$ cat config.mk
export PLATFORM = sky130hd
export DESIGN_NAME = tmlc_ctrl
export DESIGN_NICKNAME = d
export VERILOG_FILES = /design/src/hdl/tmlc_pkg.sv /design/src/hdl/tmlc_ctrl.sv
export SDC_FILE = /design/constraint.sdc
export NUM_CORES = 1
export LEC_CHECK = 0
export ABC_AREA = 1
export BUFFER_PORTS_ARGS = -buffer_cell sky130_fd_sc_hd__buf_4
export CAP_MARGIN = 10
export CORE_AREA = 2 2 39 41
export DETAILED_ROUTE_END_ITERATION = 10
export DIE_AREA = 0 0 41 43
export GPL_TIMING_DRIVEN = 0
export PLACE_DENSITY = 0.65
export SYNTH_ARGS = -nofsm -noshare
export SYNTH_HDL_FRONTEND = slang
export SYNTH_SLANG_ARGS = --single-unit
$ cat constraint.sdc
create_clock -name clk_i -period 2.2 [get_ports clk_i]
set_input_delay 0.11 -clock clk_i [delete_from_list [all_inputs] [get_ports clk_i]]
set_output_delay 0.11 -clock clk_i [all_outputs]
set_load 0.01 [all_outputs]
$ cat src/hdl/tmlc_pkg.sv
// ---------------------------------------------------------------------------
// tmlc_pkg
// shared types and register codes for the truncated mean layer charge block
// ---------------------------------------------------------------------------
package tmlc_pkg;

  localparam int unsigned SumW  = 24;
  localparam logic [23:0] SumMax = 24'hFFFFFF;

  typedef enum logic [1:0] {
    CFG_THRESHOLD = 2'd0,
    CFG_FRACTION  = 2'd1,
    CFG_SCALE     = 2'd2,
    CFG_UNUSED    = 2'd3
  } cfg_idx_e;

  typedef struct packed {
    logic [15:0] pad_charge;
    logic        layer_end;
    logic        event_end;
  } in_t;

  typedef struct packed {
    logic [23:0] mean_charge;
    logic [7:0]  layers_hit;
    logic [7:0]  layers_kept;
  } out_t;

  typedef enum logic [3:0] {
    ST_IDLE,
    ST_INS_RD,
    ST_INS_CMP,
    ST_SUM_INIT,
    ST_SUM_RD,
    ST_SUM_ACC,
    ST_DIV,
    ST_MUL,
    ST_OUT
  } state_e;

  typedef struct packed {
    logic pad_load;
    logic ins_rd;
    logic ins_shift;
    logic ins_place;
    logic sum_start;
    logic sum_rd;
    logic sum_acc;
    logic div_step;
    logic mul;
    logic out_load;
  } cmd_t;

  typedef struct packed {
    logic close_ins;
    logic event_end;
    logic pos_zero;
    logic rd_gt;
    logic k_zero;
    logic sum_last;
    logic div_last;
    logic out_free;
  } sts_t;

endpackage

$ cat src/hdl/tmlc_ctrl.sv
// ---------------------------------------------------------------------------
// tmlc_ctrl
// sequencer for pad intake, sorted insertion, summing, divide and scale
// ---------------------------------------------------------------------------
module tmlc_ctrl import tmlc_pkg::*; (
  input  logic clk_i,
  input  logic rst_ni,
  input  logic in_valid_i,
  output logic in_stall_o,
  input  sts_t sts_i,
  output cmd_t cmd_o
);

  state_e state_q, state_d;
  logic   evt_q, evt_d;
  logic   accept;

  assign in_stall_o = (state_q != ST_IDLE);
  assign accept     = in_valid_i && (state_q == ST_IDLE);

  always_ff @(posedge clk_i or negedge rst_ni) begin
    if (!rst_ni) begin
      state_q <= ST_IDLE;
      evt_q   <= 1'b0;
    end else begin
      state_q <= state_d;
      evt_q   <= evt_d;
    end
  end

  // next state
  always_comb begin
    state_d = state_q;
    evt_d   = evt_q;
    unique case (state_q)
      ST_IDLE: begin
        if (accept) begin
          evt_d = sts_i.event_end;
          if (sts_i.close_ins) state_d = ST_INS_RD;
          else if (sts_i.event_end) state_d = ST_SUM_INIT;
        end
      end
      ST_INS_RD: begin
        if (sts_i.pos_zero) state_d = evt_q ? ST_SUM_INIT : ST_IDLE;
        else state_d = ST_INS_CMP;
      end
      ST_INS_CMP: begin
        if (sts_i.rd_gt) state_d = ST_INS_RD;
        else state_d = evt_q ? ST_SUM_INIT : ST_IDLE;
      end
      ST_SUM_INIT: state_d = sts_i.k_zero ? ST_MUL : ST_SUM_RD;
      ST_SUM_RD:   state_d = ST_SUM_ACC;
      ST_SUM_ACC:  state_d = sts_i.sum_last ? ST_DIV : ST_SUM_RD;
      ST_DIV:      if (sts_i.div_last) state_d = ST_MUL;
      ST_MUL:      state_d = ST_OUT;
      ST_OUT:      if (sts_i.out_free) state_d = ST_IDLE;
      default:     state_d = ST_IDLE;
    endcase
  end

  // commands
  always_comb begin
    cmd_o = '0;
    unique case (state_q)
      ST_IDLE:     cmd_o.pad_load = accept;
      ST_INS_RD: begin
        cmd_o.ins_rd    = !sts_i.pos_zero;
        cmd_o.ins_place = sts_i.pos_zero;
      end
      ST_INS_CMP: begin
        cmd_o.ins_shift = sts_i.rd_gt;
        cmd_o.ins_place = !sts_i.rd_gt;
      end
      ST_SUM_INIT: cmd_o.sum_start = 1'b1;
      ST_SUM_RD:   cmd_o.sum_rd    = 1'b1;
      ST_SUM_ACC:  cmd_o.sum_acc   = 1'b1;
      ST_DIV:      cmd_o.div_step  = 1'b1;
      ST_MUL:      cmd_o.mul       = 1'b1;
      ST_OUT:      cmd_o.out_load  = sts_i.out_free;
      default:     cmd_o = '0;
    endcase
  end

endmodule

==> results of run 1 <==
## cells in the final DEF (no fill, tap or decap)
master         count
dlygate4sd3_1      1
nand3_1            7
inv_1             12
a21oi_1            1
dfrtp_1            5
nor2_4             1
o21ai_0            3
inv_2              3
nand2_1           17
buf_4             21
nor4_1             2
o21ai_1            2
nor2_2             3
nor3_1             1
nand3b_1           2
clkbuf_1           1
clkbuf_4           3
nand4_1            1
o21bai_1           1
nor2_1            13
## power groups by stage
stage | Sequential, uW | Clock [uW] | Combinational (uW)
after floorplan | 171 | 0 | 332
after global placement | 178 | 0 | 500
after detailed placement | 179 | 0 | 505
after CTS | 178 | 109 | 507
after global routing | 183 | 113 | 572
final | 180 | 102 | 501
## through the flow
stage                     utilization [%]  std cells  hold WS (ns)  setup WS (ns)
after floorplan                         -         74        -0.186           1.08
after global placement               44.3        111       -0.0875          0.964
after detailed placement             44.3        111       -0.0871          0.938
after CTS                            46.9        116        0.0905          0.707
after global routing                 46.9        116         0.120          0.604
final                                46.9        116        0.0984          0.734
## worst max-delay path, delay by kind of cell (launching register included)
family	cells	cell delay (ns)
flip-flops	1	0.42
AND/OR/NAND/NOR	2	0.40
buffers and inverters	1	0.14
AO/OA/AOI/OAI	1	0.16
## cell families (layout without fill, tap and decap cells)
group	count (synthesis)	count (layout)	share of synthesized area [%]
buffers and inverters	15	41	12.9
DFF	5	5	28.7
AOI/OAI and AO/OA	7	7	8.62
and+or+nand+nor	47	47	49.7
## worst paths after layout
check | endpoint | slack, ns | cells past startpoint
setup reg to reg | state_q[1]$_DFFE_PN0P_ | 0.95 | 8
max in group asynchronous | evt_q$_DFFE_PN0P_ | 1.89 | 2
hold reg to reg | evt_q$_DFFE_PN0P_ | 0.62 | 2
min in group asynchronous | state_q[2]$_DFFE_PN0P_ | 0.21 | 2
setup / recovery | cmd_o[6] | 0.73 | 4
hold / removal | evt_q$_DFFE_PN0P_ | 0.1 | 3
## registers in the layout, summed over array words and instances (netlist names)
register	flops
evt_q	1
state_q	4
## layout make-up
type                            count  area, um2  area share, %
Clock buffer                        4       26.3           4.05
Inverter                           15       56.3           8.67
Timing Repair Buffer               22        168           25.8
Tap cell                           16       20.0           3.08
Multi-Input combinational cell     54        254           39.1
Sequential cell                     5        125           19.3
## routing by layer
layer  wire length (um)  global-route usage [%]  vias up
li1                   -                       -      287
met1                505                    19.7      242
met2                547                    22.2       14
met3                 65                    1.57        0
met4                  0                    10.0        0
met5                  0                       0        -
## Yosys cell counts
cell type	count
a21oi_1	1
dfrtp_1	5
inv_1	12
inv_2	3
nand2_1	17
nand3_1	7
nand3b_1	2
nand4_1	1
nor2_1	13
nor2_2	3
nor2_4	1
nor3_1	1
nor4_1	2
o21ai_0	3
o21ai_1	2
o21bai_1	1
## timing repair
| action | CTS | global route |
|---|---|---|
| endpoints found under the hold margin | 5 | 0 |
| hold buffers | 1 | 0 |
| gates resized for setup | 0 | 0 |
| setup buffers | 0 | 0 |
==> impl_metrics.yaml, run 1 <==
synth:
  syn_area_um2: 435
  ys_seq_area_share_pct: 28.7
  synth_area_per_cell_um2: 5.88
  synth_top_area_share_pct: 28.7
  synth_cells: 74
  synth_area_leaders: "dfrtp_1 29%, nand2_1 15%, nor2_1 11%"
  ys_warn_count: 0
  syn_nets: 85
  ys_ff_latch: 5
  yosys.area.top_type: "dfrtp_1"
  yosys.cell_types.count: 16
sta:
  min_period_ns: 1.47
  fin_skew_ns: 0.0000877
  worst_pin_slew_ns: 0.269
  fin_crit_sh_pct: 66.6
  tns_ns: 0
  slew_headroom_pct: 82.0
  drv_slew: 0
  setup_viol: 0
  final_hold_viol_count: 0
  max_freq_mhz: 682
  rsz0062_at_grt: "false"
pwr:
  switching_power_uw: 385
  p_clk_share_pct: 13.0
  seq_power_share_pct: 23.0
  swShare_pct: 49.1
  p_int_uw: 398
  cellPowerDensity_nw_per_um2: 1210
  combPwrFrac_pct: 64.0
  peakVddDrop_mv: 0.639
  p_leak_uw: 0.000384
  finalPower_uw: 783
global_route:
  grt_start_max_net_pins: 8
  antenna_found_initial: 0
  grt_pass1_vias: 470
  grt_pass1_wl_mm: 1.79
  grt-ovfl-total: 0
  track_usage_pct: 15.1
placement:
  gp_congestion: 0.775
  post_dp_cell_area_um2: 613
  dp_hpwl_um: 931
  port_buffers: 21
clock_network:
  clk_latency_ns: 0.24
  cts_buffers: 3
  clkTransAtPathRegs_ns: 0.04
  root_buffer: "clkbuf_4"
  clock-sinks: 5
  cts_tree: "done"
  cts_max_level: 1
  clk_path_buf_depth: 2
routing:
  vias: 543
  detail_route.vias_per_cell: 4.68
  final_antenna_net_count: 0
  drc: 0
  wire_per_inst_um: 9.64
  drt_iter0_drc: 14
  finalWirelength_mm: 1.12
  drt-pass1-iter-count: 4
worst_hold_path:
  hp-class: "input pin to flop"
  hold_start: "sts_i[6]"
setup_path:
  path_max_fanout: 7
  max_stage_delay_ns: 0.42
  cp_cell_sequence: "nor2_2, nand2_1, o21ai_0, buf_4"
  startpoint: "state_q[3]$_DFFE_PN0P_"
  worst_path_max_delay_cell: "dfrtp_1"
  crit_type: "flop to output pin"
  r2r_start: "state_q[2]$_DFFE_PN0P_"
  end_kind: "output pin"
  critical_path_required_ns: 2.09
  critPathLaunchType: "flop"
  cp.arrival_ns: 1.36
die:
  ioPinCount: 22
  rows: 14
  coreArea_um2: 1380
  die_h_um: 43
  die_x_um: 41
  dieArea_um2: 1760
  initial_core_util_pct: 31.5
layout:
  drive_gt1_share_pct: 31.0
  design_area_um2: 649
  nets: 112
  antenna_cells: 0
  fillers: 141
  area_delta_synth_final_pct: 49.1
run_status:
  status: "complete, no violations"
job:
  max-cap-violations: 0
No activity file was read; power rests on OpenSTA's default activity.
==> inputs of run 2 (changes only) <==
- ABC_AREA: 1 -> 0
- PLACE_DENSITY: 0.65 -> 0.7
- clock period: 2.2 -> 1.2 ns (I/O delays scaled with it)
==> run 2 against run 1 <==
The run now ends with setup timing left. Sequential power increased by 100%. Non-clock buffer count increased by 26. Die area unchanged. Critical endpoint unchanged. Final cell count increased by 3.4%. Via count increased by 21%. First-iteration DRC count unchanged. Clock power increased by 100%.
==> impl_metrics.yaml, run 2 <==
sta:
  final_hold_viol_count: 0
  slew_headroom_pct: 81.2
  fin_skew_ns: 0.0163
  rsz0062_at_grt: "true"
  worst_pin_slew_ns: 0.281
  setup_viol: 14
  min_period_ns: 1.42
  tns_ns: -1.63
  worst_slack_ns: -0.221
  drv_slew: 0
  max_freq_mhz: 704
  fin_crit_sh_pct: 118
clock_network:
  clkTransAtPathRegs_ns: 0.05
  root_buffer: "clkbuf_4"
  clk_latency_ns: 0.26
  cts_max_level: 1
  cts_tree: "done"
  cts_buffers: 3
  clock-sinks: 5
  clk_path_buf_depth: 2
synth:
  syn_area_um2: 475
  yosys.cell_types.count: 32
  synthArstFlopShare_pct: 100
  ys_seq_area_share_pct: 26.3
  synth_most_common_cell: "nor2_1"
  ys_ff_latch: 5
  synth_top_area_share_pct: 26.3
  synth_area_per_cell_um2: 8.49
  syn_nets: 67
  synth_commonest_cells: "6 x nor2_1, 5 x dfrtp_1, 4 x nand2_1, 4 x nand2b_1"
  ys_warn_count: 0
  yosys.area.top_type: "dfrtp_1"
  synth_top_flop_cell: "dfrtp_1"
  synth_cells: 56
  synth_area_leaders: "dfrtp_1 26%, nand2b_1 5.3%, buf_6 4.7%"
  synth_edf_count: 0
job:
  max-cap-violations: 0
layout:
  antenna_cells: 0
  mostFrequentLayoutCells: "36 x buf_4, 7 x buf_6, 4 x nand2b_4, 4 x nor2_1, 4 x dfrtp_1"
  drive_gt1_share_pct: 72.1
  final_common_cell: "buf_4"
  largest_register_ff_count: 4
  nets: 116
  fillers: 94
  area_delta_synth_final_pct: 120
  largestRegisters: "state_q (4), evt_q (1)"
  top_register: "state_q"
  fin_cells: 120
routing:
  wire_per_inst_um: 17.3
  detail_route.vias_per_cell: 5.48
  finalWirelength_mm: 2.07
  routed.top_layer: "met4"
  drt-met1-wl_um: 811
  drt-pass1-iter-count: 4
  drc: 0
  wl_met3_um: 109
  drt_iter0_drc: 14
  final_antenna_net_count: 0
  vias: 658
  met2WireLength_mm: 1.12
global_route:
  grt_start_max_net_pins: 9
  track_usage_pct: 24.6
  grt-ovfl-total: 0
  grt_pass1_wl_mm: 2.88
  antenna_found_initial: 0
  grt_pass1_vias: 611
setup_path:
  critPathLaunchType: "flop"
  critical_path_required_ns: 1.14
  rrSetupSlack_ns: -0.20
  crit_type: "flop to output pin"
  cp.arrival_ns: 1.36
  path_max_fanout: 7
  end_kind: "output pin"
  reg2reg_depth: 5
placement:
  gp_congestion: 0.791
  dp_hpwl_um: 910
  place_ws_ns: -0.124
  port_buffers: 21
  dp.cells: 93
die:
  ioPinCount: 22
  coreArea_um2: 1380
  dieArea_um2: 1760
  rows: 14
  die_x_um: 41
  die_h_um: 43
  initial_core_util_pct: 34.4
pwr:
  cellPowerDensity_nw_per_um2: 2830
  p_leak_uw: 0.000473
  peakVddDrop_mv: 1.33
worst_hold_path:
  whs_path_depth: 2
  hp-class: "input pin to flop"
run_status:
  status: "finished with violations"
  violations: "setup timing"
## run 2: area by class of cell
cell class              count  area (um2)  area share, %
plain buffers               4        52.6           5.03
clock buffers               4        26.3           2.51
inverters                   2        7.51          0.719
multi-input cells          45         438           41.9
flip-flops and latches      5         126           12.1
well taps                  16        20.0           1.92
repair buffers             44         374           35.8
## run 2: timing repair
item	in CTS	in global routing
gates resized for setup	26	8
hold buffers	2	0
setup endpoints to repair	13	15
hold endpoints to repair	6	0
pin swaps	11	10
buffers inserted	17	3
gates cloned	1	0
## run 2: logic make-up (layout without fill, tap and decap cells)
group | count (synthesis) | after routing | share of synthesized area, %
buf+inv | 6 | 54 | 9.47
simple gates | 31 | 31 | 39.5
compound gates | 11 | 11 | 18.4
xor+xnor | 1 | 1 | 1.84
mux | 2 | 2 | 4.47
flops | 5 | 5 | 26.3
## run 2: path summary, 6_finish.rpt
check,startpoint,endpoint
max,state_q[0]$_DFFE_PN0P_,cmd_o[6]
min,sts_i[6],evt_q$_DFFE_PN0P_
max reg2reg,state_q[2]$_DFFE_PN0P_,state_q[0]$_DFFE_PN0P_
min reg2reg,state_q[3]$_DFFE_PN0P_,state_q[0]$_DFFE_PN0P_
max in group asynchronous,rst_ni,state_q[2]$_DFFE_PN0P_
min in group asynchronous,rst_ni,state_q[1]$_DFFE_PN0P_
## run 2: worst max-delay path, stage by stage, from the launching register on
cell	delay, ns
dfrtp_1	0.40
buf_8	0.15
nand2b_4	0.16
o21ai_1	0.14
and2_1	0.14
buf_4	0.11
## run 2: power by group
| group | total (uW) | switching (uW) | internal [uW] | leakage, uW |
|---|---|---|---|---|
| registers | 360 | 106 | 254 | 0.0000611 |
| logic | 2390 | 1050 | 1330 | 0.000397 |
| clock network | 206 | 79.9 | 127 | 0.0000150 |
## run 2: stage by stage
| stage | hold WS [ns] | util, % | cell area [um2] | power [uW] |
|---|---|---|---|---|
| 4_1_cts | 0.0703 | 71.2 | 986 | 2630 |
| 3_3_place_gp | -0.139 | 48.2 | 667 | 1540 |
| 6_report | 0.0718 | 75.5 | 1040 | 2950 |
| 5_1_grt | 0.0600 | 75.5 | 1040 | 3100 |
| 2_1_floorplan | -0.236 | - | 489 | 1200 |
| 3_5_place_dp | -0.138 | 48.2 | 667 | 1560 |
## run 2: routing by layer
layer  global-route usage, %  up-vias
li1                        -      302
met1                    30.1      313
met2                    38.8       39
met3                    8.90        4
met4                    7.33        0
met5                       0        -
==> inputs of run 3 (changes only) <==
- ABC_AREA: 0 -> 1
- CAP_MARGIN: 10 -> unset
- PLACE_DENSITY: 0.7 -> 0.67
- TNS_END_PERCENT: unset -> 50
==> run 3 against run 2 <==
The run still ends with setup timing left. Design area is 21% lower. Worst setup slack better by 0.081 ns. Via count is 9.9% lower.
==> impl_metrics.yaml, run 3 (synthesized netlist as in run 1, its figures left out) <==
layout:
  area_delta_synth_final_pct: 89.1
  drive_gt1_share_pct: 52.7
  nets: 122
  mostFrequentLayoutCells: "29 x buf_4, 14 x nand2_1, 9 x inv_1, 9 x nor2_1, 7 x nand3_1"
  antenna_cells: 0
  top_register: "state_q"
  final_common_cell: "buf_4"
  largest_register_ff_count: 4
  fillers: 130
  design_area_um2: 823
  largestRegisters: "state_q (4), evt_q (1)"
global_route:
  grt_pass1_vias: 545
  antenna_found_initial: 0
  grt-ovfl-total: 0
  grt_pass1_wl_mm: 2.09
  grt_start_max_net_pins: 7
  track_usage_pct: 18.0
clock_network:
  clock-sinks: 5
  clk_path_buf_depth: 2
  cts_tree: "done"
  cts_buffers: 3
  root_buffer: "clkbuf_4"
  clkTransAtPathRegs_ns: 0.04
  clk_latency_ns: 0.24
  cts_max_level: 1
routing:
  drt-pass1-iter-count: 5
  drc: 0
  drt_iter0_drc: 18
  finalWirelength_mm: 1.37
  vias: 593
  detail_route.vias_per_cell: 4.71
  final_antenna_net_count: 0
  wire_per_inst_um: 10.9
placement:
  dp_hpwl_um: 906
  gp_congestion: 0.804
  place_ws_ns: -0.0191
  port_buffers: 21
  post_dp_cell_area_um2: 613
die:
  die_x_um: 41
  rows: 14
  coreArea_um2: 1380
  initial_core_util_pct: 31.5
  dieArea_um2: 1760
  ioPinCount: 22
  die_h_um: 43
setup_path:
  critPathLaunchType: "flop"
  path_max_fanout: 6
  cp.arrival_ns: 1.28
  crit_type: "flop to output pin"
  r2r_start: "state_q[1]$_DFFE_PN0P_"
  critical_path_required_ns: 1.14
  startpoint: "state_q[1]$_DFFE_PN0P_"
  end_kind: "output pin"
run_status:
  violations: "setup timing"
  status: "finished with violations"
sta:
  rsz0062_at_grt: "true"
  fin_skew_ns: 0.00207
  min_period_ns: 1.34
  tns_ns: -0.826
  slew_headroom_pct: 83.3
  fin_crit_sh_pct: 112
  holdWs_ns: 0.0515
  setup_viol: 13
  final_hold_viol_count: 0
  drv_slew: 0
  worst_pin_slew_ns: 0.249
  max_freq_mhz: 746
  worst_slack_ns: -0.140
worst_hold_path:
  hold_start: "sts_i[6]"
  hp-class: "input pin to flop"
pwr:
  finalPower_uw: 2010
  cellPowerDensity_nw_per_um2: 2440
  p_leak_uw: 0.000441
  peakVddDrop_mv: 1.44
job:
  max-cap-violations: 0
-- run 3: power by group --
group	switching, uW	internal [uW]	leakage (uW)
clock	61.8	125	0.0000150
combinational	760	664	0.000368
sequential	145	256	0.0000582
-- run 3: stage by stage --
stage          util, %  instances
6_report          59.5        126
5_1_grt           59.5        126
4_1_cts           56.8        125
3_5_place_dp      44.3        111
3_3_place_gp      44.3        111
2_1_floorplan        -         74
-- run 3: what timing repair did --
item / in CTS / in global routing
hold buffers: 1 / 0
buffers inserted: 9 / 1
endpoints found under the setup margin: 12 / 14
hold endpoints to repair: 5 / 0
pin swaps: 7 / 5
resized for setup: 24 / 9
-- run 3: area by class of cell --
| class | instances | area (um2) | share of cell area (%) |
|---|---|---|---|
| Tap cell | 16 | 20.0 | 2.43 |
| Inverter | 15 | 66.3 | 8.05 |
| Sequential cell | 5 | 130 | 15.8 |
| Multi-Input combinational cell | 54 | 330 | 40.1 |
| Timing Repair Buffer | 32 | 250 | 30.4 |
| Clock buffer | 4 | 26.3 | 3.19 |
-- run 3: final timing paths --
path,slack (ns),cells past startpoint,end
min,0.05,3,evt_q$_DFFE_PN0P_
min in group asynchronous,0.16,2,state_q[2]$_DFFE_PN0P_
max,-0.14,6,cmd_o[9]
max reg2reg,-0.09,8,state_q[1]$_DFFE_PN0P_
min reg2reg,0.64,2,evt_q$_DFFE_PN0P_
max in group asynchronous,0.92,2,state_q[1]$_DFFE_PN0P_
-- run 3: layer usage --
| metal | share of wire, % | GRT usage, % | vias to the layer above |
|---|---|---|---|
| li1 | - | - | 304 |
| met1 | 40 | 21.6 | 269 |
| met2 | 55 | 28.4 | 18 |
| met3 | 4.5 | 3.14 | 2 |
| met4 | 0.73 | 10.0 | 0 |
| met5 | 0 | 0 | - |
-- run 3: critical path: stages, from the launching register on --
cell,delay (ns)
dfrtp_2,0.47
inv_4,0.10
nand2_4,0.06
nor2_4,0.12
inv_2,0.07
nor2_4,0.10
buf_6,0.12
